### src/hdl/mavg_pkg.sv
// Shared constants for the moving average filter.
// No dependencies; imported by every module of the block.
package mavg_pkg;

    // window size register
    localparam int WS_BITS = 9;
    localparam logic [WS_BITS-1:0] WS_RESET = 9'd16;

endpackage

### src/hdl/mavg_divider.sv
// Serial signed divider: one quotient bit per cycle, truncates toward zero.
// Depends on mavg_pkg for the divisor width.
module mavg_divider #(
    parameter int SUM_BITS = 24,
    parameter int Q_BITS = 16
) (
    input  logic                         aclk,
    input  logic                         aresetn,
    input  logic                         start,
    input  logic signed [SUM_BITS-1:0]   dividend,
    input  logic [mavg_pkg::WS_BITS-1:0] divisor,
    output logic                         done,
    output logic signed [Q_BITS-1:0]    quotient
);
    import mavg_pkg::*;

    localparam int CNT_BITS = (SUM_BITS > 1) ? $clog2(SUM_BITS) : 1;

    logic                  busy_reg;
    logic [CNT_BITS-1:0]   cnt_reg;
    logic [SUM_BITS-1:0]   mag_reg;
    logic [WS_BITS-1:0]    rem_reg;
    logic [WS_BITS-1:0]    div_reg;
    logic                  neg_reg;
    logic                  done_reg;
    logic [Q_BITS-1:0]     quot_reg;

    logic [WS_BITS:0]      trial;
    logic [WS_BITS+1:0]    diff;
    logic                  ge;
    logic [SUM_BITS-1:0]   mag_next;
    logic [SUM_BITS-1:0]   quot_full;

    always_comb begin
        trial    = {rem_reg, mag_reg[SUM_BITS-1]};
        diff     = {1'b0, trial} - {2'b00, div_reg};
        ge       = !diff[WS_BITS+1];
        mag_next = {mag_reg[SUM_BITS-2:0], ge};
        quot_full = neg_reg ? (~mag_next + 1'b1) : mag_next;
    end

    always_ff @(posedge aclk) begin
        if (!aresetn) begin
            busy_reg <= 1'b0;
            done_reg <= 1'b0;
            cnt_reg  <= '0;
        end else begin
            done_reg <= 1'b0;
            if (start) begin
                busy_reg <= 1'b1;
                cnt_reg  <= '0;
                neg_reg  <= dividend[SUM_BITS-1];
                mag_reg  <= dividend[SUM_BITS-1] ? (~dividend + 1'b1) : dividend;
                rem_reg  <= '0;
                div_reg  <= divisor;
            end else if (busy_reg) begin
                mag_reg <= mag_next;
                rem_reg <= ge ? diff[WS_BITS-1:0] : trial[WS_BITS-1:0];
                cnt_reg <= cnt_reg + 1'b1;
                if (cnt_reg == CNT_BITS'(SUM_BITS - 1)) begin
                    busy_reg <= 1'b0;
                    done_reg <= 1'b1;
                    quot_reg <= quot_full[Q_BITS-1:0];
                end
            end
        end
    end

    assign done     = done_reg;
    assign quotient = $signed(quot_reg);

    a_start_busy: assert property (@(posedge aclk) disable iff (!aresetn)
        start |=> busy_reg)
        else $error("divider did not start");

    a_no_restart: assert property (@(posedge aclk) disable iff (!aresetn)
        start |-> !busy_reg)
        else $error("divider restarted while busy");

    a_done_ends: assert property (@(posedge aclk) disable iff (!aresetn)
        done_reg |-> !busy_reg && $past(busy_reg))
        else $error("divider done without a finished run");

endmodule

### config.mk
export PLATFORM = sky130hd
export DESIGN_NAME = mavg_divider
export DESIGN_NICKNAME = d
export VERILOG_FILES = /design/src/hdl/mavg_pkg.sv /design/src/hdl/mavg_divider.sv
export SDC_FILE = /design/constraint.sdc
export NUM_CORES = 1
export LEC_CHECK = 0
export BUFFER_PORTS_ARGS = -buffer_cell sky130_fd_sc_hd__clkbuf_2
export CAP_MARGIN = 25
export CORE_UTILIZATION = 28
export CTS_CLUSTER_DIAMETER = 200
export DETAILED_ROUTE_END_ITERATION = 7
export GPL_ROUTABILITY_DRIVEN = 0
export GPL_TIMING_DRIVEN = 0
export SYNTH_ARGS = -nofsm -noshare
export SYNTH_HDL_FRONTEND = slang
export SYNTH_SLANG_ARGS = --single-unit
### constraint.sdc
create_clock -name aclk -period 3.07 [get_ports aclk]
set_clock_uncertainty 0.05 [all_clocks]
set_input_delay 0.1535 -clock aclk [delete_from_list [all_inputs] [get_ports aclk]]
set_output_delay 0.1535 -clock aclk [all_outputs]
set_load 0.05 [all_outputs]
Word level (Yosys, flattened, before mapping)
Index checks and enable logic that the tools add are counted.

word-level totals
  register bits = 66
  input port bits = 36
  output and inout bits = 17
  logic and storage cells = 35

cells by class
  add/sub/neg operators = 4
  equal/unequal tests = 1
  multiplexer cells = 10
  bitwise gates (word level) = 5
  reductions and logical operators = 7

operator list
  cell                                            number
  two-way mux 24 bit                              3
  adder 24 x 1 -> 24 bit (second input constant)  1
  inverter 24 bit                                 1
  two-way mux 9 bit                               2
  adder 16 x 1 -> 16 bit (second input constant)  1
  two-way mux 16 bit                              1
  inverter 16 bit                                 1
  subtractor 10 x 9 -> 11 bit                     1
  adder 5 x 1 -> 5 bit (second input constant)    1
  equality test 5 bit (second input constant)     1
  two-way mux 1 bit                               4
  AND reduction 2 bit                             2
  AND reduction 4 bit                             1
  inverter 1 bit                                  3
  OR reduction 3 bit                              1
  nonzero test 2 bit                              1
  OR reduction 2 bit                              1
  logical NOT 1 bit                               1

Logic depth before layout (Yosys ltp)
Gate-level depths: netlist of run 1.

  word-level depth = 5
  gate-level depth with buffers = 12
  mapped depth without buffers = 11

Worst setup path before layout of run 1
OpenSTA, ideal clock, no wires.

  path kind = register -> register
  start = register mag_reg[23]
  end = register quot_reg[14] (netlist: quotient[14]) (data pin)
  setup time = 258 ps
  data arrival time = 2291 ps
  data required time = 2762 ps
  slack = 471 ps
  cell stages (with the launch flop) = 13
  path buffers = 1
  period minus slack after synthesis = 2599 ps
  path through = edfxtp_1 -> inv_1 -> ha_1 -> fa_1 -> nand2b_1 -> a211o_1 -> nand3_1 -> buf_2 -> inv_2 -> ha_1 -> inv_1 -> o21ai_1 -> xnor2_1

on the way
  word-level cells in the longest chain between the ends = 5

RTL lines
  what                         RTL line            RTL
  start, declared              mavg_divider.sv:21  logic [SUM_BITS-1:0] mag_reg;
  start signal, assigned       mavg_divider.sv:53  mag_reg <= dividend[SUM_BITS-1] ? (~dividend + 1'b1) : dividend;
  start signal, assigned       mavg_divider.sv:57  mag_reg <= mag_next;
  subtractor 10 x 9 -> 11 bit  mavg_divider.sv:36  diff = {1'b0, trial} - {2'b00, div_reg};
  logical NOT 1 bit            mavg_divider.sv:37  ge = !diff[WS_BITS+1];
  inverter 16 bit              mavg_divider.sv:39  quot_full = neg_reg ? (~mag_next + 1'b1) : mag_next;
  adder 16 x 1 -> 16 bit       mavg_divider.sv:39
  two-way mux 16 bit           mavg_divider.sv:39
  named net quot_full[14]      mavg_divider.sv:32  logic [SUM_BITS-1:0] quot_full;
  end signal, assigned         mavg_divider.sv:63  quot_reg <= quot_full[Q_BITS-1:0];
  end, declared                mavg_divider.sv:26  logic [Q_BITS-1:0] quot_reg;

The timed path passes the listed nets, and every way through them passes these cells.
A chain may end at the register's enable or synchronous reset.

Worst setup path after layout of run 1
  start = register mag_reg[23]
  end = register quot_reg[4] (netlist: quotient[4]) (data pin)

Same word-level chain as after synthesis.

==> results of run 1 <==
==> cells by family (layout without fill, tap and decap cells) <==
family                   after synthesis  count (layout)  share of synthesized area [%]
XOR/XNOR                              41              41                          9.567
AND/OR/NAND/NOR                      109             109                          15.43
adder cells (fa/ha/maj)               13              13                          4.533
AO/OA/AOI/OAI                         81              81                          14.37
multiplexers                           6               6                          1.700
buffers and inverters                 32             110                          3.467
flip-flops                            66              66                          50.93
==> layout make-up <==
| cell class | count | area [um2] | area share (%) |
|---|---|---|---|
| Timing Repair Buffer | 62 | 365.4 | 7.868 |
| Clock buffer | 13 | 281.5 | 6.063 |
| Clock inverter | 3 | 20.02 | 0.4312 |
| Tap cell | 172 | 215.2 | 4.635 |
| Inverter | 17 | 63.81 | 1.374 |
| Sequential cell | 66 | 1912 | 41.17 |
| Multi-Input combinational cell | 250 | 1717 | 36.97 |
| Buffer | 15 | 68.82 | 1.482 |
==> worst max-delay path by stage <==
stage | from | slack, ns | end
finish | mag_reg[23]$_DFFE_PP_ | 0.16 | quotient[4]$_DFFE_PP_
global route | mag_reg[23]$_DFFE_PP_ | 0.03 | quotient[12]$_DFFE_PP_
CTS | mag_reg[23]$_DFFE_PP_ | 0.03 | quotient[4]$_DFFE_PP_
detailed placement | mag_reg[23]$_DFFE_PP_ | 0.008 | quotient[4]$_DFFE_PP_
global placement | mag_reg[23]$_DFFE_PP_ | 0.06 | quotient[2]$_DFFE_PP_
floorplan | mag_reg[23]$_DFFE_PP_ | 0.47 | quotient[14]$_DFFE_PP_
==> power breakdown <==
part           switching, uW  internal [uW]  leakage [uW]
sequential              31.6           1050      0.000608
clock                    370            638      0.000143
combinational            232            174      0.000983
==> through the flow <==
stage	hold slack, ns	std cells
finish	0.04030	598
global route	0.05644	598
CTS	0.03703	598
detailed placement	0.2831	573
global placement	0.2876	572
floorplan	0.2024	348
==> cell usage in the layout (no fill, tap or decap), drive strengths merged, types with 7 or more instances in the layout <==
cell type and n:
a21oi 30, ha 12, clkbuf 75, or3 7, dlygate4sd3 9, dfxtp 7, xnor2 17, nor2 35
o31ai 13, nand2 24, nand2b 9, edfxtp 59, o21ai 10, inv 17, xor2 24
==> repair_timing <==
item,in CTS,in global routing
endpoints found under the setup margin,5,5
hold buffers,9,0
resized for setup,1,1
endpoints found under the hold margin,9,0
==> worst register-to-register path, delay by kind of cell, from the launching register on <==
| family | cells | cell delay, ns |
|---|---|---|
| xor+xnor | 1 | 0.15 |
| compound gates | 2 | 0.41 |
| buf+inv | 4 | 0.49 |
| flops | 1 | 0.34 |
| fa+ha+maj | 3 | 0.85 |
| simple gates | 2 | 0.36 |
==> per-layer routing <==
metal	up-vias	track usage, %	routed length [um]
li1	1426	-	-
met1	1344	16.40	3881
met2	90	20.74	3920
met3	13	2.955	504
met4	0	6.330	157
met5	-	0	0
==> impl_metrics.csv, run 1 <==
group,metric,value,unit
hold_path,holdPathStages,1,
floorplan,die_w,117.8,um
logic_synthesis,yosys_warnings,0,
logic_synthesis,syn_area_per_cell,10.79,um2
logic_synthesis,synthCells,348,
global_route,grt_pass1_vias,2882,
sta,tightest_slew,0.9358,ns
clock_network,clockRootBuffer,"clkbuf_16",
worst_setup_path,startpoint_type,"register",
floorplan,core-area,12820,um2
drt,wl,8.463,mm
logic_synthesis,synthArstFlopShare,0,%
place,dp_slack,0.008419,ns
logic_synthesis,synthTopCellsByArea,"edfxtp_1, xor2_1, a21oi_1",
logic_synthesis,synth_most_common_cell,"edfxtp_1",
sta,setup-tns-final,0,ns
drt,vias,2873,
run_status,status,"finished clean",
logic_synthesis,seq_area_frac_synth,50.93,%
sta,finalSetupViolations,0,
global_route,antenna_found_initial,0,
worst_setup_path,rr_worst_depth,12,
floorplan,fp.dieH,117.8,um
logic_synthesis,synth-main-ff-cell,"edfxtp_1",
drt,drc,0,
drt,wl_per_cell,14.15,um
worst_setup_path,cp-end-kind,"register",
logic_synthesis,yosysTopAreaCell,"edfxtp_1",
sta,hold_viol,0,
clock_network,insertion_delay,0.33,ns
worst_setup_path,crit_family,"adder cells",
worst_setup_path,worstReg2RegStart,"mag_reg[23]$_DFFE_PP_",
global_route,grt_max_degree,21,
layout,drive_gt1_share,19.95,%
power_and_ir_drop,p_leak,0.001735,uW
logic_synthesis,ys_ff_latch,66,
worst_setup_path,required,3.09,ns
floorplan,io_pins,53,
logic_synthesis,synth_top_area_share,47.20,%
clock_network,htree_levels,3,
worst_setup_path,cp_num_cells,12,
logic_synthesis,syn-num-nets,397,
hold_path,holdPathEnd,"neg_reg$_DFFE_PP_",
logic_synthesis,synthesis.area,3754,um2
drt,first_pass_iters,4,
clock_network,cts_setup_buffers,0,
sta,slew_viol_final,0,
hold_path,min_from,"dividend[23]",
sta,slew_headroom,37.61,%
worst_setup_path,cpPeakStageDelay,0.42,ns
sta,finalWorstSetupSlack,0.1631,ns
worst_setup_path,cp_slowest_cell,"fa_1",
floorplan,rows,41,
place,postPlaceCellArea,4244,um2
layout,nets,470,
worst_setup_path,r2r-end,"quotient[4]$_DFFE_PP_",
worst_setup_path,crit_type,"register to register",
global_route,grt_usage,12.95,%
floorplan,dieArea,13870,um2
sta,max_freq,344.0,MHz
layout,final_util,36.20,%
power_and_ir_drop,ir_worst_vdd,276.0,uV
place,io_buffers,52,
clock_network,cts_buffers,9,
global_route,grt_pass1_wl,14.01,mm
worst_setup_path,rrSetupSlack,0.16,ns
sta,min_period,2.907,ns
worst_setup_path,cp.arrival,2.93,ns
hold_path,hold_path_class,"primary input to register",
logic_synthesis,synth_edf_count,59,
flow_run,maxCapViolations,0,
drt,avgViaCountPerCell,4.804,
clock_network,clkTransAtPathRegs,0.05,ns
global_route,gr-total-overflow,0,
worst_setup_path,critPathMaxFanout,10,
drt,initialDrtViolationCount,237,
floorplan,start_util,29.27,%
layout,largest_reg_flops,24,
worst_setup_path,critPathBufInv,4,
logic_synthesis,yosys.cell_types.count,52,
place,hpwlAfterDp,6.406,mm
clock_network,cts_tree,"yes",
logic_synthesis,ys_top_cells_by_count,"edfxtp_1, nor2_1, a21oi_1, nand2_1, xor2_1",
layout,design_area,4643,um2
sta,finalCritPeriodShare,94.69,%
sta,grt_setup_unrepaired,"no",
power_and_ir_drop,total_power,2495,uW
clock_network,cts_sinks,66,
layout,area_growth,23.70,%
layout,insertedDiodeCount,0,
clock_network,cts_buffer_depth,2,
power_and_ir_drop,cellPowerDensity,537.4,nW/um2
drt,antenna_left,0,
layout,fill_cells,1315,
worst_setup_path,cp_cell_sequence,"inv_1, ha_1, fa_1, nand2b_1, a211o_1, nand3_2, buf_4, inv_2, ha_1, inv_1, o31ai_1, xnor2_1",
Note: power is estimated with default switching activity, not from simulation.
==> run 2, diff against run 1 <==
Settings changed: CORE_MARGIN set to 8.
==> run 2 against run 1 <==
  * Count of clock-buffer cells in the layout is 2 lower
  * Global-route usage down 2.7 points
  * Critical path depth fell by 2
  * Critical path type unchanged
  * Critical endpoint is now quotient[10]$_DFFE_PP_
==> impl_metrics.csv, run 2 (synthesis results as in run 1) <==
group,metric,value,unit
run_status,status,"finished clean",
worst_setup_path,critPathMaxFanout,10,
drt,drc,0,
power_and_ir_drop,swShare,25.96,%
worst_setup_path,startpoint_type,"register",
sta,setup-tns-final,0,ns
sta,finalSetupViolations,0,
worst_setup_path,crit_start,"rem_reg[6]$_SDFFCE_PP0P_",
floorplan,start_util,28.46,%
drt,wl,8.807,mm
worst_setup_path,cp.arrival,2.90,ns
global_route,grt_max_degree,21,
clock_network,cts_tree,"yes",
drt,antenna_left,0,
drt,initialDrtViolationCount,170,
worst_setup_path,rrSetupSlack,0.18,ns
power_and_ir_drop,ir_worst_vdd,244.2,uV
floorplan,io_pins,53,
hold_path,holdPathStages,1,
clock_network,cts_buffer_depth,2,
layout,mostFrequentLayoutCells,"edfxtp_1, clkbuf_2, nor2_1",
power_and_ir_drop,clkPwrFrac,38.3,%
power_and_ir_drop,p_comb_share,16.9,%
power_and_ir_drop,pwr-share-seq,44.8,%
sta,slew_viol_final,0,
drt,vias,2850,
worst_setup_path,required,3.08,ns
power_and_ir_drop,intPower,1787,uW
clock_network,cts_sinks,66,
sta,slew_headroom,39.73,%
floorplan,die_w,131.8,um
drt,first_pass_iters,4,
sta,finalCritPeriodShare,94.19,%
clock_network,insertion_delay,0.32,ns
global_route,antenna_found_initial,0,
worst_setup_path,cp-end-kind,"register",
sta,hold_viol,0,
layout,drive_gt1_share,19.95,%
global_route,gr-total-overflow,0,
hold_path,min_from,"dividend[23]",
global_route,grt_pass1_vias,2908,
drt,avgViaCountPerCell,4.734,
layout,largest_reg_flops,24,
hold_path,holdPathEnd,"neg_reg$_DFFE_PP_",
worst_setup_path,cp_slowest_cell,"edfxtp_1",
sta,tightest_slew,0.9041,ns
worst_setup_path,cp_cell_sequence,"ha_1, a21o_1, a211oi_1, nand3_2, buf_4, inv_2, ha_1, inv_1, o31a_1, xor2_1",
power_and_ir_drop,switchingPower,626.6,uW
worst_setup_path,r2r-end,"quotient[10]$_DFFE_PP_",
global_route,grt_usage,10.30,%
worst_setup_path,cpPeakStageDelay,0.41,ns
flow_run,maxCapViolations,0,
global_route,grt_pass1_wl,14.62,mm
worst_setup_path,crit_type,"register to register",
layout,insertedDiodeCount,0,
power_and_ir_drop,cellPowerDensity,522.6,nW/um2
place,dp_slack,0.02258,ns
sta,max_freq,345.8,MHz
sta,grt_setup_unrepaired,"no",
worst_setup_path,crit_top_cell,"ha_1",
layout,layout_commonest_cell,"edfxtp_1",
worst_setup_path,worstReg2RegStart,"rem_reg[6]$_SDFFCE_PP0P_",
layout,area_growth,23.07,%
layout,nets,470,
hold_path,hold_path_class,"primary input to register",
worst_setup_path,rr_worst_depth,10,
clock_network,clkTransAtPathRegs,0.05,ns
clock_network,cts_buffers,9,
drt,wl_per_cell,14.63,um
place,hpwlAfterDp,6.779,mm
sta,min_period,2.891,ns
floorplan,fp.dieH,131.8,um
clock_network,clockRootBuffer,"clkbuf_16",
clock_network,htree_levels,3,
floorplan,rows,42,
place,io_buffers,52,
sta,finalWorstSetupSlack,0.1785,ns
floorplan,dieArea,17370,um2
power_and_ir_drop,p_leak,0.001723,uW
floorplan,core-area,13190,um2
sta,holdWs,0.05494,ns
## run 2: cell types whose count changed in the layout (fill, tap and decap cells not counted), sizes merged
cell and delta:
clkbuf -2, clkinv +2
## run 2: critical path: cells and delay by family, from the launching register on
kind	cells	cell delay, ns
compound gates	3	0.81
xor+xnor	1	0.15
buf+inv	3	0.43
fa+ha+maj	2	0.59
simple gates	1	0.19
flops	1	0.41
## run 2: layout make-up
cell class / instances / area, um2
clock buffers: 11 / 242.7
well taps: 176 / 220.2
multi-input cells: 250 / 1717
repair buffers: 62 / 365.4
flip-flops and latches: 66 / 1912
clock inverters: 5 / 30.03
inverters: 17 / 63.81
plain buffers: 15 / 68.82
fillers: 1305 / 8571
## run 2: what timing repair did
| item | CTS | global route |
|---|---|---|
| endpoints found under the setup margin | 1 | 5 |
| resized for setup | 1 | 1 |
| endpoints found under the hold margin | 9 | 0 |
| setup buffers | 0 | 0 |
| hold buffers | 9 | 0 |
| gates cloned | 0 | 0 |
## run 2: layer usage
metal	routed length, um	part of all wire [%]	GRT usage [%]	up-vias
met1	4262	48	13.47	1361
li1	-	-	-	1421
met4	85	0.97	3.127	0
met3	447	5.1	2.706	6
met2	4012	46	16.30	62
met5	0	0	0	-
## run 2: worst max-delay path by stage
stage                                   endpoint  slack [ns]  depth (start not counted)
after detailed placement  quotient[10]$_DFFE_PP_        0.02                         12
after global routing      quotient[10]$_DFFE_PP_        0.01                         10
after CTS                 quotient[10]$_DFFE_PP_        0.07                         12
final                     quotient[10]$_DFFE_PP_        0.18                         10
after global placement    quotient[10]$_DFFE_PP_        0.06                         12
after floorplan           quotient[14]$_DFFE_PP_        0.47                         12
## run 2: power by group through the flow
stage,sequential [uW],combinational (uW),clock [uW]
2_1_floorplan,1090,280,0
3_3_place_gp,1100,378,0
3_5_place_dp,1100,394,0
4_1_cts,1080,408,948
5_1_grt,1090,461,981
6_report,1080,408,925
## run 2: metrics by stage
step                std cells  utilization, %  area [um2]  power, uW
detailed placement        577           32.21        4249       1493
global route              602           35.02        4619       2529
finish                    602           35.02        4619       2414
global placement          576           32.10        4234       1477
floorplan                 348               -        3754       1369
CTS                       602           34.98        4614       2437
==> run 3, diff against run 2 <==
Clock period 3.07 ns to 2.5 ns, I/O delays scaled along.
==> run 3 against run 2 <==
  * Global-route usage barely moved
  * Wire length increased by 1.2%
  * Sequential power is 23% higher
  * Non-clock buffer count is 2 higher
  * Utilization increased by 0.80 points
  * Sequential cell count unchanged
  * Count of clock-buffer cells in the layout up 3
  * Critical path depth rose by 1
  * Total power rose by 27%
  * Setup slack lost 0.094 ns
  * Clock power increased by 28%
  * Die area did not move
  * Critical endpoint is now quotient[4]$_DFFE_PP_
==> impl_metrics.csv, run 3 (synthesis results as in run 1) <==
group,metric,value,unit
hold_path,hold_path_class,"primary input to register",
sta,grt_setup_unrepaired,"yes",
layout,drive_gt1_share,22.66,%
floorplan,rows,42,
layout,largest_reg_flops,24,
global_route,grt_usage,10.30,%
place,hpwlAfterDp,6.721,mm
worst_setup_path,cp.arrival,2.42,ns
drt,vias,2884,
hold_path,min_from,"dividend[23]",
sta,hold_viol,0,
drt,wl,8.917,mm
sta,finalCritPeriodShare,96.62,%
place,dp_slack,-0.3446,ns
floorplan,core-area,13190,um2
global_route,grt_pass1_vias,2841,
worst_setup_path,crit_top_cell,"inv_4",
layout,mostFrequentLayoutCells,"edfxtp_1, clkbuf_2, nor2_1",
place,io_buffers,52,
floorplan,start_util,28.46,%
worst_setup_path,crit_type,"register to register",
drt,wl_per_cell,14.76,um
worst_setup_path,worstReg2RegStart,"mag_reg[23]$_DFFE_PP_",
place,postPlaceCellArea,4260,um2
clock_network,cts_tree,"yes",
global_route,grt_pass1_wl,14.39,mm
clock_network,insertion_delay,0.33,ns
power_and_ir_drop,total_power,3055,uW
drt,avgViaCountPerCell,4.775,
global_route,gr-total-overflow,0,
power_and_ir_drop,cellPowerDensity,646.7,nW/um2
drt,initialDrtViolationCount,143,
sta,min_period,2.415,ns
sta,slew_viol_final,0,
worst_setup_path,rr_worst_depth,11,
worst_setup_path,cp_slowest_cell,"fa_2",
layout,layout_commonest_cell,"edfxtp_1",
drt,drc,0,
sta,finalSetupViolations,0,
floorplan,io_pins,53,
clock_network,htree_levels,3,
sta,tightest_slew,0.9472,ns
layout,multiInputGateArea,1780,um2
layout,regArea,1912,um2
worst_setup_path,cpPeakStageDelay,0.40,ns
layout,area_growth,25.87,%
run_status,status,"finished clean",
sta,max_freq,414.0,MHz
global_route,grt_max_degree,21,
sta,slew_headroom,36.85,%
layout,nets,472,
worst_setup_path,critPathBufInv,3,
drt,first_pass_iters,5,
worst_setup_path,critPathMaxFanout,5,
floorplan,dieArea,17370,um2
clock_network,clockRootBuffer,"clkbuf_16",
worst_setup_path,r2r-end,"quotient[4]$_DFFE_PP_",
worst_setup_path,cp-end-kind,"register",
worst_setup_path,crit_family,"adder cells",
floorplan,die_w,131.8,um
clock_network,cts_buffer_depth,2,
sta,finalWorstSetupSlack,0.08459,ns
hold_path,holdPathEnd,"neg_reg$_DFFE_PP_",
power_and_ir_drop,p_leak,0.001755,uW
layout,insertedDiodeCount,0,
global_route,antenna_found_initial,0,
worst_setup_path,rrSetupSlack,0.08,ns
hold_path,holdPathStages,1,
worst_setup_path,required,2.51,ns
drt,antenna_left,0,
clock_network,clkTransAtPathRegs,0.05,ns
layout,fill_cells,1338,
clock_network,cts_sinks,66,
worst_setup_path,startpoint_type,"register",
worst_setup_path,cp_cell_sequence,"inv_1, ha_2, fa_2, nand2b_4, a211o_1, nand3_4, inv_4, ha_4, inv_4, o31ai_2, xnor2_1",
layout,design_area,4725,um2
flow_run,maxCapViolations,0,
floorplan,fp.dieH,131.8,um
power_and_ir_drop,ir_worst_vdd,304.6,uV
clock_network,cts_buffers,9,
## run 3: cell count changes in the layout (fill, tap and decap cells not counted), sizes merged
cell	before	now
clkbuf	73	75
clkinvlp	2	0
clkinv	3	2
buf	6	9
## run 3: cell type report
type,count,share of cell area (%)
clock inverter,2,0.2119
buffer,13,1.351
clock buffer,14,5.800
tap,176,4.661
multi-input combinational,250,37.69
timing repair buffer,66,8.369
sequential,66,40.47
inverter,17,1.457
## run 3: stage by stage
stage	instances	TNS [ns]	hold WS (ns)	utilization [%]
after global routing	604	-0.1066	0.03850	35.82
final	604	0	0.02107	35.82
after global placement	576	-2.118	0.2550	32.19
after floorplan	348	0	0.1739	-
after detailed placement	577	-1.977	0.2542	32.30
after CTS	603	0	0.01094	35.52
## run 3: worst max-delay path by stage
stage	from	to	slack (ns)	cells after the start
6_report	mag_reg[23]$_DFFE_PP_	quotient[4]$_DFFE_PP_	0.08	11
3_3_place_gp	rem_reg[6]$_SDFFCE_PP0P_	quotient[12]$_DFFE_PP_	-0.36	10
4_1_cts	mag_reg[23]$_DFFE_PP_	quotient[4]$_DFFE_PP_	0.005	12
5_1_grt	mag_reg[23]$_DFFE_PP_	quotient[4]$_DFFE_PP_	-0.03	11
3_5_place_dp	rem_reg[6]$_SDFFCE_PP0P_	quotient[10]$_DFFE_PP_	-0.34	10
2_1_floorplan	mag_reg[23]$_DFFE_PP_	quotient[14]$_DFFE_PP_	0.005	12
## run 3: repair_timing
action	in CTS	in global routing
gates cloned	0	0
gates resized for setup	9	9
hold endpoints to repair	9	0
setup endpoints to repair	11	16
hold buffers	9	0
pin swaps	3	4
setup buffers	2	2
## run 3: worst register-to-register path, delay by kind of cell (launching register included)
kind                       cells  cell delay [ns]
adders and majority gates      3             0.76
AOI/OAI and AO/OA              2             0.40
DFF                            1             0.34
and+or+nand+nor                2             0.26
buffers and inverters          3             0.17
xor gates and xnor gates       1             0.16
## run 3: power by group
part	switching [uW]	internal, uW
Combinational	305	244
Sequential	39.7	1290
Clock	428	749
Total	773	2280
## run 3: metal layers
metal / vias up / part of all wire [%] / global-route usage (%)
met5: - / 0 / 0
met4: 0 / 1.5 / 4.212
met3: 11 / 5.3 / 2.858
met2: 68 / 45 / 15.93
met1: 1367 / 48 / 13.29
li1: 1438 / - / -
